<file path="src/sv/sbf_pkg.sv">
// Shared constants and types for the section block framer.
`default_nettype none

package sbf_pkg;

    localparam int BLOCK_BYTES = 488;

    // Width of a block length (0 .. BLOCK_BYTES) and of a store address.
    localparam int BLEN_W = $clog2(BLOCK_BYTES + 1);
    localparam int RAM_AW = (BLOCK_BYTES > 1) ? $clog2(BLOCK_BYTES) : 1;

    localparam int LEN_W  = 24;
    localparam int ADDR_W = 32;

    // Input commands carried on tuser.
    localparam logic CMD_DATA  = 1'b0;
    localparam logic CMD_DRAIN = 1'b1;

    // Configuration register indexes.
    localparam logic REG_ADDRESS = 1'b0;
    localparam logic REG_LENGTH  = 1'b1;

    // Frame header constants. The tag "WLAN" is stored with its first
    // character in the lowest byte.
    localparam logic [31:0] TAG_WLAN   = 32'h4E41_4C57;
    localparam logic [15:0] TYPE_BLOCK = 16'h0200;
    localparam logic [15:0] TYPE_FINAL = 16'h0204;
    localparam logic [7:0]  SUB_BLOCK  = 8'h02;
    localparam logic [7:0]  SUB_FINAL  = 8'h03;
    localparam logic [15:0] HLEN_BLOCK = 16'd12;
    localparam logic [15:0] HLEN_FINAL = 16'd16;

    // Index of the last byte sent for a header request.
    localparam logic [4:0] FIRST_LAST_CNT = 5'd20;
    localparam logic [4:0] FINAL_LAST_CNT = 5'd23;

    typedef enum logic [1:0] {
        JOB_DATA,
        JOB_FIRST,
        JOB_FINAL,
        JOB_DRAIN
    } job_kind_t;

endpackage

`default_nettype wire

</file>
<file path="src/sv/section_block_framer_unit.sv">
// Section block framer: cuts a memory section into framed download packets.
//
// The slave channel takes one request per beat: tuser = 0 carries a section
// data byte in tdata, tuser = 1 is a drain tick. The master channel sends the
// framed stream one byte per beat, with tlast on the last byte of each frame
// and tuser high on the last byte of the section's final frame.
// Every block but the last is sent as it arrives; its 20-byte header goes
// out with the block's first byte, and that request holds the input until
// the last of them is sent. The last block is written to a 488-byte store;
// its section's last byte releases the 24-byte final header, and each later
// drain tick reads one stored byte (one store read per tick) and sends it.
// A request's bytes pass through the job stage and then the output register
// to the master side. Ordinary data bytes and drain ticks sustain one per
// cycle while the receiver is ready; the single header sequencer sets the
// stall during header bursts. Requests that produce nothing are absorbed
// outside the job stage. Writing either configuration register starts a
// new section; the user must write only while the block is idle (unenforced).
// Reset clears all counters and the output register; the store needs no
// clearing because only entries written in the current section are read.
// When the receiver stalls, the output register holds its byte, one more
// request may be taken into the job stage, and then the input stalls too.
`default_nettype none

module section_block_framer_unit (
    input  wire logic        aclk,
    input  wire logic        aresetn,
    // input stream
    input  wire logic        s_tvalid,
    output logic             s_tready,
    input  wire logic [7:0]  s_tdata,    // [7:0] data_byte
    input  wire logic        s_tuser,    // [0] command
    // output stream
    output logic             m_tvalid,
    input  wire logic        m_tready,
    output logic      [7:0]  m_tdata,    // [7:0] out_byte
    output logic             m_tlast,
    output logic             m_tuser,    // [0] section_end
    // configuration
    input  wire logic        cfg_we,
    input  wire logic        cfg_index,
    input  wire logic [31:0] cfg_wdata
);

    localparam int BW = sbf_pkg::BLEN_W;
    localparam int LW = sbf_pkg::LEN_W;
    localparam int AW = sbf_pkg::RAM_AW;
    localparam logic [BW-1:0] BLOCK_B = BW'(sbf_pkg::BLOCK_BYTES);
    localparam logic [LW-1:0] BLOCK_L = LW'(sbf_pkg::BLOCK_BYTES);

    // Configuration
    logic [sbf_pkg::ADDR_W-1:0] addr_reg, addr_next;
    logic [LW-1:0]              len_reg, len_next;

    // Section state
    logic [LW-1:0] taken_reg, taken_next;
    logic [LW-1:0] off_reg, off_next;
    logic [LW-1:0] rem_reg, rem_next;      // len minus current block offset
    logic [BW-1:0] pos_reg, pos_next;
    logic [15:0]   xor_reg, xor_next;
    logic [7:0]    held_reg, held_next;
    logic          drain_active_reg, drain_active_next;
    logic [BW-1:0] drain_idx_reg, drain_idx_next;
    logic [BW-1:0] drain_blen_reg, drain_blen_next;

    // Job stage
    logic                job_valid_reg, job_valid_next;
    sbf_pkg::job_kind_t  job_kind_reg, job_kind_next;
    logic [4:0]          job_cnt_reg, job_cnt_next;
    logic [7:0]          job_data_reg, job_data_next;
    logic                job_fe_reg, job_fe_next;
    logic [LW-1:0]       job_off_reg, job_off_next;
    logic [BW-1:0]       job_blen_reg, job_blen_next;
    logic [15:0]         job_xor_reg, job_xor_next;

    // Output register
    logic       m_valid_reg, m_valid_next;
    logic [7:0] m_data_reg, m_data_next;
    logic       m_last_reg, m_last_next;
    logic       m_user_reg, m_user_next;

    // Store port
    logic          ram_we;
    logic [AW-1:0] ram_waddr;
    logic          ram_re;
    logic [7:0]    ram_rdata;

    logic          accept;
    logic          out_load;
    logic          job_done;
    logic [4:0]    last_cnt;
    logic          last_blk;
    logic [BW-1:0] blen;
    logic [191:0]  hdr_vec;
    logic [15:0]   blen16;
    logic [7:0]    sel_byte;
    logic          sel_last;

    sbf_ram #(
        .WIDTH (8),
        .DEPTH (sbf_pkg::BLOCK_BYTES)
    ) u_store (
        .aclk  (aclk),
        .we    (ram_we),
        .waddr (ram_waddr),
        .wdata (s_tdata),
        .re    (ram_re),
        .raddr (drain_idx_reg[AW-1:0]),
        .rdata (ram_rdata)
    );

    // ---------------------------------------------------------------
    // Emitter: walks the job stage one byte per cycle into the output while the output register can load.
    // ---------------------------------------------------------------
    assign out_load = !m_valid_reg || m_tready;

    always_comb begin
        case (job_kind_reg)
            sbf_pkg::JOB_FIRST: last_cnt = sbf_pkg::FIRST_LAST_CNT;
            sbf_pkg::JOB_FINAL: last_cnt = sbf_pkg::FINAL_LAST_CNT;
            default:            last_cnt = 5'd0;
        endcase
    end

    assign job_done = job_valid_reg && out_load && (job_cnt_reg == last_cnt);
    assign s_tready = !job_valid_reg || job_done;
    assign accept   = s_tvalid && s_tready;

    assign blen16 = 16'(job_blen_reg);

    always_comb begin
        if (job_kind_reg == sbf_pkg::JOB_FINAL) begin
            hdr_vec = {24'd0, blen16, 8'd0, job_off_reg, job_xor_reg, addr_reg,
                       sbf_pkg::SUB_FINAL, sbf_pkg::TYPE_FINAL,
                       sbf_pkg::HLEN_FINAL + blen16, sbf_pkg::TAG_WLAN};
        end else begin
            hdr_vec = {24'd0, job_data_reg, 8'd0, blen16, 8'd0, job_off_reg, addr_reg,
                       sbf_pkg::SUB_BLOCK, sbf_pkg::TYPE_BLOCK,
                       sbf_pkg::HLEN_BLOCK + blen16, sbf_pkg::TAG_WLAN};
        end
    end

    always_comb begin
        case (job_kind_reg)
            sbf_pkg::JOB_DATA:  sel_byte = job_data_reg;
            sbf_pkg::JOB_DRAIN: sel_byte = ram_rdata;
            default:            sel_byte = hdr_vec[8*job_cnt_reg +: 8];
        endcase
        sel_last = job_fe_reg && (job_cnt_reg == last_cnt);
    end

    always_comb begin
        m_valid_next = m_valid_reg;
        m_data_next  = m_data_reg;
        m_last_next  = m_last_reg;
        m_user_next  = m_user_reg;
        if (out_load) begin
            m_valid_next = job_valid_reg;
            m_data_next  = sel_byte;
            m_last_next  = sel_last;
            m_user_next  = sel_last && (job_kind_reg == sbf_pkg::JOB_DRAIN);
        end
    end

    assign m_tvalid = m_valid_reg;
    assign m_tdata  = m_data_reg;
    assign m_tlast  = m_last_reg;
    assign m_tuser  = m_user_reg;

    // ---------------------------------------------------------------
    // Request decode and section state update.
    // ---------------------------------------------------------------
    assign last_blk  = (rem_reg <= BLOCK_L);
    assign blen      = last_blk ? rem_reg[BW-1:0] : BLOCK_B;
    assign ram_waddr = pos_reg[AW-1:0];

    always_comb begin
        addr_next         = addr_reg;
        len_next          = len_reg;
        taken_next        = taken_reg;
        off_next          = off_reg;
        rem_next          = rem_reg;
        pos_next          = pos_reg;
        xor_next          = xor_reg;
        held_next         = held_reg;
        drain_active_next = drain_active_reg;
        drain_idx_next    = drain_idx_reg;
        drain_blen_next   = drain_blen_reg;

        job_valid_next = job_done ? 1'b0 : job_valid_reg;
        job_kind_next  = job_kind_reg;
        job_cnt_next   = (job_valid_reg && out_load) ? job_cnt_reg + 5'd1 : job_cnt_reg;
        job_data_next  = job_data_reg;
        job_fe_next    = job_fe_reg;
        job_off_next   = job_off_reg;
        job_blen_next  = job_blen_reg;
        job_xor_next   = job_xor_reg;

        ram_we = 1'b0;
        ram_re = 1'b0;

        if (accept) begin
            job_cnt_next  = 5'd0;
            job_data_next = s_tdata;
            job_off_next  = off_reg;
            job_blen_next = blen;
            if (s_tuser == sbf_pkg::CMD_DRAIN) begin
                if (drain_active_reg && (drain_idx_reg < drain_blen_reg)) begin
                    ram_re         = 1'b1;
                    job_valid_next = 1'b1;
                    job_kind_next  = sbf_pkg::JOB_DRAIN;
                    job_fe_next    = (drain_idx_reg + BW'(1) >= drain_blen_reg);
                    if (job_fe_next) begin
                        drain_active_next = 1'b0;
                    end else begin
                        drain_idx_next = drain_idx_reg + BW'(1);
                    end
                end else begin
                    drain_active_next = 1'b0;
                end
            end else if (!drain_active_reg && (taken_reg < len_reg)) begin
                if (!taken_reg[0]) begin
                    held_next = s_tdata;
                end else begin
                    xor_next = xor_reg ^ {s_tdata, held_reg};
                end
                taken_next = taken_reg + LW'(1);
                if (pos_reg + BW'(1) == BLOCK_B) begin
                    pos_next = '0;
                    off_next = off_reg + BLOCK_L;
                    rem_next = rem_reg - BLOCK_L;
                end else begin
                    pos_next = pos_reg + BW'(1);
                end
                if (last_blk) begin
                    ram_we = 1'b1;
                    // The section's last byte releases the final header.
                    if (taken_reg + LW'(1) == len_reg) begin
                        job_valid_next    = 1'b1;
                        job_kind_next     = sbf_pkg::JOB_FINAL;
                        job_fe_next       = 1'b0;
                        job_xor_next      = xor_next;
                        drain_active_next = 1'b1;
                        drain_idx_next    = '0;
                        drain_blen_next   = blen;
                    end
                end else begin
                    job_valid_next = 1'b1;
                    job_kind_next  = (pos_reg == '0) ? sbf_pkg::JOB_FIRST : sbf_pkg::JOB_DATA;
                    job_fe_next    = (pos_reg + BW'(1) == blen);
                end
            end
        end

        if (cfg_we) begin
            if (cfg_index == sbf_pkg::REG_ADDRESS) begin
                addr_next = cfg_wdata;
            end else begin
                len_next = cfg_wdata[LW-1:0];
            end
            taken_next        = '0;
            off_next          = '0;
            rem_next          = len_next;
            pos_next          = '0;
            xor_next          = '0;
            held_next         = '0;
            drain_active_next = 1'b0;
            drain_idx_next    = '0;
        end
    end

    always_ff @(posedge aclk) begin
        if (!aresetn) begin
            addr_reg         <= '0;
            len_reg          <= '0;
            taken_reg        <= '0;
            off_reg          <= '0;
            rem_reg          <= '0;
            pos_reg          <= '0;
            xor_reg          <= '0;
            held_reg         <= '0;
            drain_active_reg <= 1'b0;
            drain_idx_reg    <= '0;
            drain_blen_reg   <= '0;
            job_valid_reg    <= 1'b0;
            job_cnt_reg      <= '0;
            m_valid_reg      <= 1'b0;
        end else begin
            addr_reg         <= addr_next;
            len_reg          <= len_next;
            taken_reg        <= taken_next;
            off_reg          <= off_next;
            rem_reg          <= rem_next;
            pos_reg          <= pos_next;
            xor_reg          <= xor_next;
            held_reg         <= held_next;
            drain_active_reg <= drain_active_next;
            drain_idx_reg    <= drain_idx_next;
            drain_blen_reg   <= drain_blen_next;
            job_valid_reg    <= job_valid_next;
            job_cnt_reg      <= job_cnt_next;
            m_valid_reg      <= m_valid_next;
        end
    end

    always_ff @(posedge aclk) begin
        job_kind_reg <= job_kind_next;
        job_data_reg <= job_data_next;
        job_fe_reg   <= job_fe_next;
        job_off_reg  <= job_off_next;
        job_blen_reg <= job_blen_next;
        job_xor_reg  <= job_xor_next;
        m_data_reg   <= m_data_next;
        m_last_reg   <= m_last_next;
        m_user_reg   <= m_user_next;
    end

    // ---------------------------------------------------------------
    // Assertions
    // ---------------------------------------------------------------
    a_job_held : assert property (@(posedge aclk) disable iff (!aresetn)
        (job_valid_reg && !job_done) |=> (job_valid_reg && $stable(job_kind_reg)))
        else $error("job stage overwritten before its last byte was sent");

    a_drain_after_section : assert property (@(posedge aclk) disable iff (!aresetn)
        drain_active_reg |-> (taken_reg == len_reg))
        else $error("drain pending before the section was complete");

    a_drain_in_range : assert property (@(posedge aclk) disable iff (!aresetn)
        drain_active_reg |-> (drain_idx_reg < drain_blen_reg))
        else $error("drain index beyond the final block");

    a_no_store_write_in_drain : assert property (@(posedge aclk) disable iff (!aresetn)
        ram_we |-> !drain_active_reg)
        else $error("store written while a drain is pending");

    a_drain_reads_store : assert property (@(posedge aclk) disable iff (!aresetn)
        ram_re |=> (job_valid_reg && (job_kind_reg == sbf_pkg::JOB_DRAIN)))
        else $error("store read without a drain request in the job stage");

endmodule

`default_nettype wire

</file>
<file path="src/sv/sbf_ram.sv">
// Generic simple dual-port RAM with one write port and a registered read port.
`default_nettype none

module sbf_ram #(
    parameter int WIDTH = 8,
    parameter int DEPTH = 16
) (
    input  wire logic                                      aclk,
    input  wire logic                                      we,
    input  wire logic [((DEPTH > 1) ? $clog2(DEPTH) : 1)-1:0] waddr,
    input  wire logic [WIDTH-1:0]                          wdata,
    input  wire logic                                      re,
    input  wire logic [((DEPTH > 1) ? $clog2(DEPTH) : 1)-1:0] raddr,
    output logic      [WIDTH-1:0]                          rdata
);

    logic [WIDTH-1:0] mem [DEPTH];

    always_ff @(posedge aclk) begin
        if (we) begin
            mem[waddr] <= wdata;
        end
        if (re) begin
            rdata <= mem[raddr];
        end
    end

endmodule

`default_nettype wire

</file>
<file path="config.mk">
export PLATFORM = sky130hd
export DESIGN_NAME = section_block_framer_unit
export DESIGN_NICKNAME = d
export VERILOG_FILES = /design/src/sv/sbf_pkg.sv /design/src/sv/section_block_framer_unit.sv /design/src/sv/sbf_ram.sv
export SDC_FILE = /design/constraint.sdc
export NUM_CORES = 2
export LEC_CHECK = 0
export BUFFER_PORTS_ARGS = -buffer_cell sky130_fd_sc_hd__buf_2
export CORE_UTILIZATION = 30
export CTS_BUF_LIST = sky130_fd_sc_hd__clkbuf_8
export DETAILED_ROUTE_END_ITERATION = 7
export GPL_TIMING_DRIVEN = 0
export SLEW_MARGIN = 20
export SYNTH_ARGS = -nofsm -noshare
export SYNTH_HDL_FRONTEND = slang
export SYNTH_HIERARCHICAL = 1
export SYNTH_SLANG_ARGS = --single-unit
</file>
<file path="constraint.sdc">
create_clock -name aclk -period 5.6 [get_ports aclk]
set_input_delay 1.68 -clock aclk [delete_from_list [all_inputs] [get_ports aclk]]
set_output_delay 1.68 -clock aclk [all_outputs]
set_load 0.01 [all_outputs]
</file>
# Word-level counts from Yosys, hierarchy flattened
# Memory sizes are Yosys's and may differ from the RTL's. A register that Yosys moved wholly into a read port is not among the register bits.
# Index checks and enable logic that the tools add are counted.
# totals
regBits,257
out_inout_bits,12
inputBits,47
mem_count,1
ramBits,3904
elab_cells,136
# memory_table
name,depth,width,rd,rd_clocked_by_memory_dff,wr,line,source
u_store.mem,488,8,1,1,1,sbf_ram.sv:17,logic [WIDTH-1:0] mem [DEPTH];
# op_classes
n_eq_ne,12
n_bitwise,5
add_sub_neg,8
n_lt_le_gt_ge,4
mux,51
n_reduce_logical,31
shifts,1
# op_table
operator,n
192-bit by 9-bit variable part select with 8-bit output,1
168-bit two-way mux,1
24-bit two-way mux,6
9-bit two-way mux,8
1-bit two-way mux,28
24-bit by 1-bit adder with 24-bit output (second input constant),1
24-bit by 9-bit adder with 24-bit output (second input constant),1
24-bit equality test,1
24-bit by 9-bit <= comparator with 1-bit output (second input constant),1
24-bit < comparator,1
24-bit by 9-bit subtractor with 24-bit output (second input constant),1
9-bit by 1-bit adder with 9-bit output (second input constant),2
16-bit two-way mux,1
8-bit one-hot mux with 2 select lines,1
4-bit AND reduction,4
16-bit XOR,1
2-bit nonzero test,6
4-bit by 9-bit adder with 10-bit output (first input constant),1
5-bit by 9-bit adder with 10-bit output (first input constant),1
2-bit two-way mux,5
5-bit one-hot mux with 2 select lines,1
5-bit AND reduction,2
9-bit equality test,1
9-bit equality test (second input constant),1
19 further kinds,35

# Depth between registers and ports, before layout
# depth
word_depth,10
depth_mapped,15
ltp_nobuf,14

# Modules after synthesis
# Netlist, hierarchy kept.
# by_module_without_submodules
module,n_inst,seq_area_each_um2,area_each_um2,cells_each
sbf_ram,1,117472.7,152012.0,7327
section_block_framer_unit,1,5695.5,14303.7,1638

# Worst setup path before layout
# No wires, ideal clock.
# synth_path
path_kind,in2reg
startpoint,input m_tready
endpoint,memory u_store.mem[131][0] (enable)
arrival_time_ps,4469
cell_stages,11
n_path_buf,2
setup_ps,370
required_time_ps,5230
setup_slack_ps,760
path_cell_list,nor2b_1 a2111o_1 a211o_1 nor4b_4 clkbuf_1 nand2_1 inv_1 nor3b_1 nand3_1 clkbuf_1 nor2_1
# synth_via
elab_chain_len,8
# synth_lines
element,line,source
start: declaration,section_block_framer_unit.sv:34,"input wire logic m_tready,"
1-bit logical OR,section_block_framer_unit.sv:114,assign out_load = !m_valid_reg || m_tready;
1-bit logical AND (2 in a row),section_block_framer_unit.sv:124,assign job_done = job_valid_reg && out_load && (job_cnt_reg == last_cnt);
1-bit logical OR,section_block_framer_unit.sv:125,assign s_tready = !job_valid_reg || job_done;
1-bit logical AND,section_block_framer_unit.sv:126,assign accept = s_tvalid && s_tready;
1-bit two-way mux,section_block_framer_unit.sv:201,if (accept) begin
via ram_we,section_block_framer_unit.sv:82,logic ram_we;
1-bit two-way mux,sbf_ram.sv:20,if (we) begin
1-bit two-way mux (implied by the code),sbf_ram.sv:21,mem[waddr] <= wdata;
end: declaration,sbf_ram.sv:17,
# The timed path passes the listed nets, and every way through them passes these cells.

# Worst setup path in the final report
# layout_path
startpoint,register drain_idx_reg[1]
endpoint,"register u_store.rdata[2] (read register of u_store.mem), data pin"
# layout_via
elab_chain_len,5
# layout_lines
element,line,source
start: declaration,section_block_framer_unit.sv:62,"logic [BW-1:0] drain_idx_reg, drain_idx_next;"
start signal: assignment,section_block_framer_unit.sv:297,drain_idx_reg <= drain_idx_next;
9-bit < comparator,section_block_framer_unit.sv:207,if (drain_active_reg && (drain_idx_reg < drain_blen_reg)) begin
1-bit logical AND,section_block_framer_unit.sv:207,
1-bit two-way mux,section_block_framer_unit.sv:207,
1-bit two-way mux,section_block_framer_unit.sv:206,if (s_tuser == sbf_pkg::CMD_DRAIN) begin
1-bit two-way mux,section_block_framer_unit.sv:201,
end: declaration,sbf_ram.sv:14,output logic [WIDTH-1:0] rdata
# Several ways; a longest one is shown, not always the timed one.
# A chain may end at the register's enable or synchronous reset.

==> out/results.txt <==
status -> finished, violations left
failing checks -> negative setup slack
die footprint -> 0.5574 mm^2
R2R depth -> 13
CTS Hold Bufs -> 0
reg2reg end -> u_store/rdata[2]
number of global-route vias before repair -> 93080
pwr/cell area -> 306.0 mW/mm^2
IO Count -> 59
Setup TNS -> -1.920 ns
sequential fraction of the synthesis area -> 74.06%
number of I/O port buffers -> 58
initial antenna violation count -> 46
Reg2Reg Launch Point -> drain_idx_reg[1]
Synth Cell Area -> 0.1663 mm^2
Gate Count Post-Synth -> 8965
Syn Area/Cell -> 18.55 um^2
fillers -> 51507
Post-Place Cells -> 16426
total core area -> 0.5523 mm^2
Leak -> 57.73 nW
Tot GR Track Use -> 20.38%
Fmax -> 165.5 MHz
FF+latch count, synth -> 4163
Worst Tran Pin Value -> 1.388 ns
DRT Wirelength -> 590.2 mm
share of cells above drive strength 1 -> 25.20%
Finished Layout Cells -> 17588
hold endpoint -> job_off_reg[22]
r2r setup slk -> -0.44 ns
Worst setup EP type -> flip-flop
die height -> 746.6 um
EDFF count, synth -> 3979
initial core utilization -> 30.11%
DR iter-0 viols -> 15078
CTS tree -> yes
Hold Fails Final Rpt -> 0
ranking of synthesized cells by area -> edfxtp_1 (72%), mux4_2 (10%), mux2i_1 (3.6%), dfxtp_1 (2.2%), nor2_1 (1.5%)
Final Cell Area -> 0.1929 mm^2
Die X -> 746.6 um
clk sinks -> 4163
remaining antenna violation count -> 0
Synth area leader -> edfxtp_1
hpwl dp -> 410.7 mm
Worst EP required -> 6.31 ns
DRT Pass-1 Iters -> 8
proportion of netlist area held by the largest area contributor -> 71.84%
Root Driver -> clkbuf_8
total grt overflow -> 0
fin. max-slew vios -> 0
top_reg_cell synth -> edfxtp_1
cell area after placement -> 0.1789 mm^2
Yosys cell types -> 88
Psw -> 13.22 mW
Syn Nets -> 9072
clock share of power -> 40.4%
ys async rst share -> 0%
per-cell routed wire length -> 33.56 um
Layout area overhead -> 15.97%
setup ws final -> -0.4405 ns
synth warn -> 6
worst clock skew -> 0.1834 ns
RSZ-0062 raised after global routing -> true
largest net degree at the start of global routing -> 137
Clock transition at path regs -> 0.07 ns
Tmin final -> 6.041 ns
final period utilization -> 107.9%
Clock Latency Late Sink -> 1.33 ns
Rows -> 273
max reg flops -> 3904
Peak VDD IR -> 0.3100 mV
Hold Crit Start -> off_reg[22]
Comb power frac -> 1.7%
Net Sw Frac -> 22.39%
H-tree levels -> 6
RePlAce Congestion -> 0.9729
WP data arrival -> 6.75 ns
vias per std cell -> 5.585
Worst setup SP type -> flip-flop
Min-Delay Path Depth -> 0
layout net count -> 9888
first-pass GRT wire length -> 785.9 mm
final cell utilization of the core -> 34.92%
Max Root-Sink Buffers -> 4
WS Path Type -> flip-flop to flip-flop
Slew headroom -> 7.493%
Int Power -> 45.80 mW
MaxCap Viol Count -> 0
TritonCTS buffer count -> 640
DRC Markers -> 0
Vias -> 98232
Hold Crit Class -> flip-flop to flip-flop
Flop pwr share -> 57.9%
crit-path max FO -> 10
Finish-stage setup viols -> 8
through the flow:
step | worst slack [ns] | power (mW) | hold WS (ns)
final | -0.4405 | 59.02 | 0.4534
after global routing | -0.03991 | 60.64 | 0.4731
after CTS | -0.1033 | 59.25 | 0.4534
after detailed placement | -2.013 | 35.84 | 0.4356
after global placement | -4.946 | 35.98 | 0.4372
after floorplan | 0.7604 | 35.09 | 0.4082
cell families after synthesis:
kind of cell / Yosys count / share of synthesized area (%)
flip-flops: 4163 / 74.06
AND/OR/NAND/NOR: 1466 / 3.862
multiplexers: 1396 / 14.24
AO/OA/AOI/OAI: 1094 / 4.696
buffers and inverters: 649 / 1.973
XOR/XNOR: 137 / 0.7215
adder cells (fa/ha/maj): 60 / 0.4514
worst max path at each step:
stage	depth (start not counted)	slack [ns]	from	to
floorplan	11	0.76	m_tready	u_store/mem[131][0]
global placement	1	-4.95	s_tdata[2]	u_store/mem[316][2]
detailed placement	13	-2.01	m_tready	u_store/mem[275][3]
CTS	14	-0.10	job_kind_reg[0]	u_store/mem[236][7]
global route	13	-0.04	drain_idx_reg[1]	u_store/rdata[2]
finish	13	-0.44	drain_idx_reg[1]	u_store/rdata[2]
worst max-delay path, cell delays in order, from the launching register on:
cell and delay [ns]:
dfxtp_2 0.68, buf_2 0.50, buf_4 0.46, clkbuf_2 0.39, buf_12 0.28, clkbuf_2 0.45
buf_16 0.24, mux4_2 0.34, a22oi_1 0.28, nand3_1 0.54, nand4_1 0.61, nand2_1 0.10
o21ai_0 0.10, nand3_1 0.45
power groups by stage:
stage          registers, mW  clock network [mW]  logic [mW]
2_1_floorplan           34.8                   0       0.257
3_3_place_gp            35.1                   0       0.875
3_5_place_dp            34.8                   0       0.995
4_1_cts                 34.2                24.1       0.999
5_1_grt                 34.2                25.4        1.08
6_report                34.2                23.8        1.01
area by class of cell:
type,instances,area [um^2],share of cell area (%)
flip-flops and latches,4163,123200,63.86
diodes,31,77.57,0.04022
repair buffers,178,3186,1.652
plain buffers,567,3304,1.713
clock inverters,474,2534,1.314
well taps,7287,9117,4.727
multi-input cells,4153,42150,21.85
inverters,78,294.0,0.1524
clock buffers,657,9042,4.688
per-layer routing:
metal  wire (um)  track usage, %
met5         890          0.6088
met4       39800           11.53
met3       79210           6.786
met2      257600           30.48
met1      212700           25.88
cell usage in the layout (no fill, tap or decap), types with 18 or more instances in the layout:
cell      synthesis  routed
ha_1             60      60
buf_16            0      76
clkbuf_8          0     657
clkbuf_1        341     184
clkinv_1          1     152
o22ai_1         160     158
clkbuf_4          0      21
edfxtp_1       3979    3979
a21oi_1         176     176
diode_2           0      31
nand3_1          72      69
nor3_2            1      18
nand4_1          41      41
clkinv_2          0      51
dfxtp_1         184     178
nand2_1         434     431
buf_4            64      88
buf_12            3      29
nor3_1           92      75
buf_8             6      22
mux4_2          768     768
a22oi_1          40      40
nor2_2            1     195
nor2_4            0     202
clkbuf_2          1     123
xor2_1           65      65
nor2_1          663     267
o221ai_1        274     274
o21ai_0         109     108
xnor2_1          72      72
a211oi_1         73      67
a21boi_0         64      64
buf_1            42      19
mux2_2           29      29
buf_6            55      60
o211ai_1         39      39
buf_2            59     123
mux2i_1         595     594
inv_1            77     287
and3_1           22      22
repair_timing:
item | CTS | global route
setup buffers | 1 | 1
gates resized for setup | 544 | 162
setup endpoints to repair | 3912 | 2939
pin swaps | 2 | 2
synthesized netlist by cell type (18+ instances only):
library cell	n
nor2_1	663
inv_1	77
edfxtp_1	3979
o221ai_1	274
nor3_1	92
mux4_2	768
nor4_1	18
a21oi_1	176
nand2_1	434
ha_1	60
a21boi_0	64
nand4_1	41
and3_1	22
buf_1	42
o211ai_1	39
mux2_2	29
buf_4	64
a22oi_1	40
xnor2_1	72
a211oi_1	73
nand3_1	72
o21ai_0	109
buf_2	59
mux2i_1	595
a221oi_1	19
xor2_1	65
dfxtp_1	184
buf_6	55
clkbuf_1	341
o22ai_1	160
(Power assumes the default switching activity.)
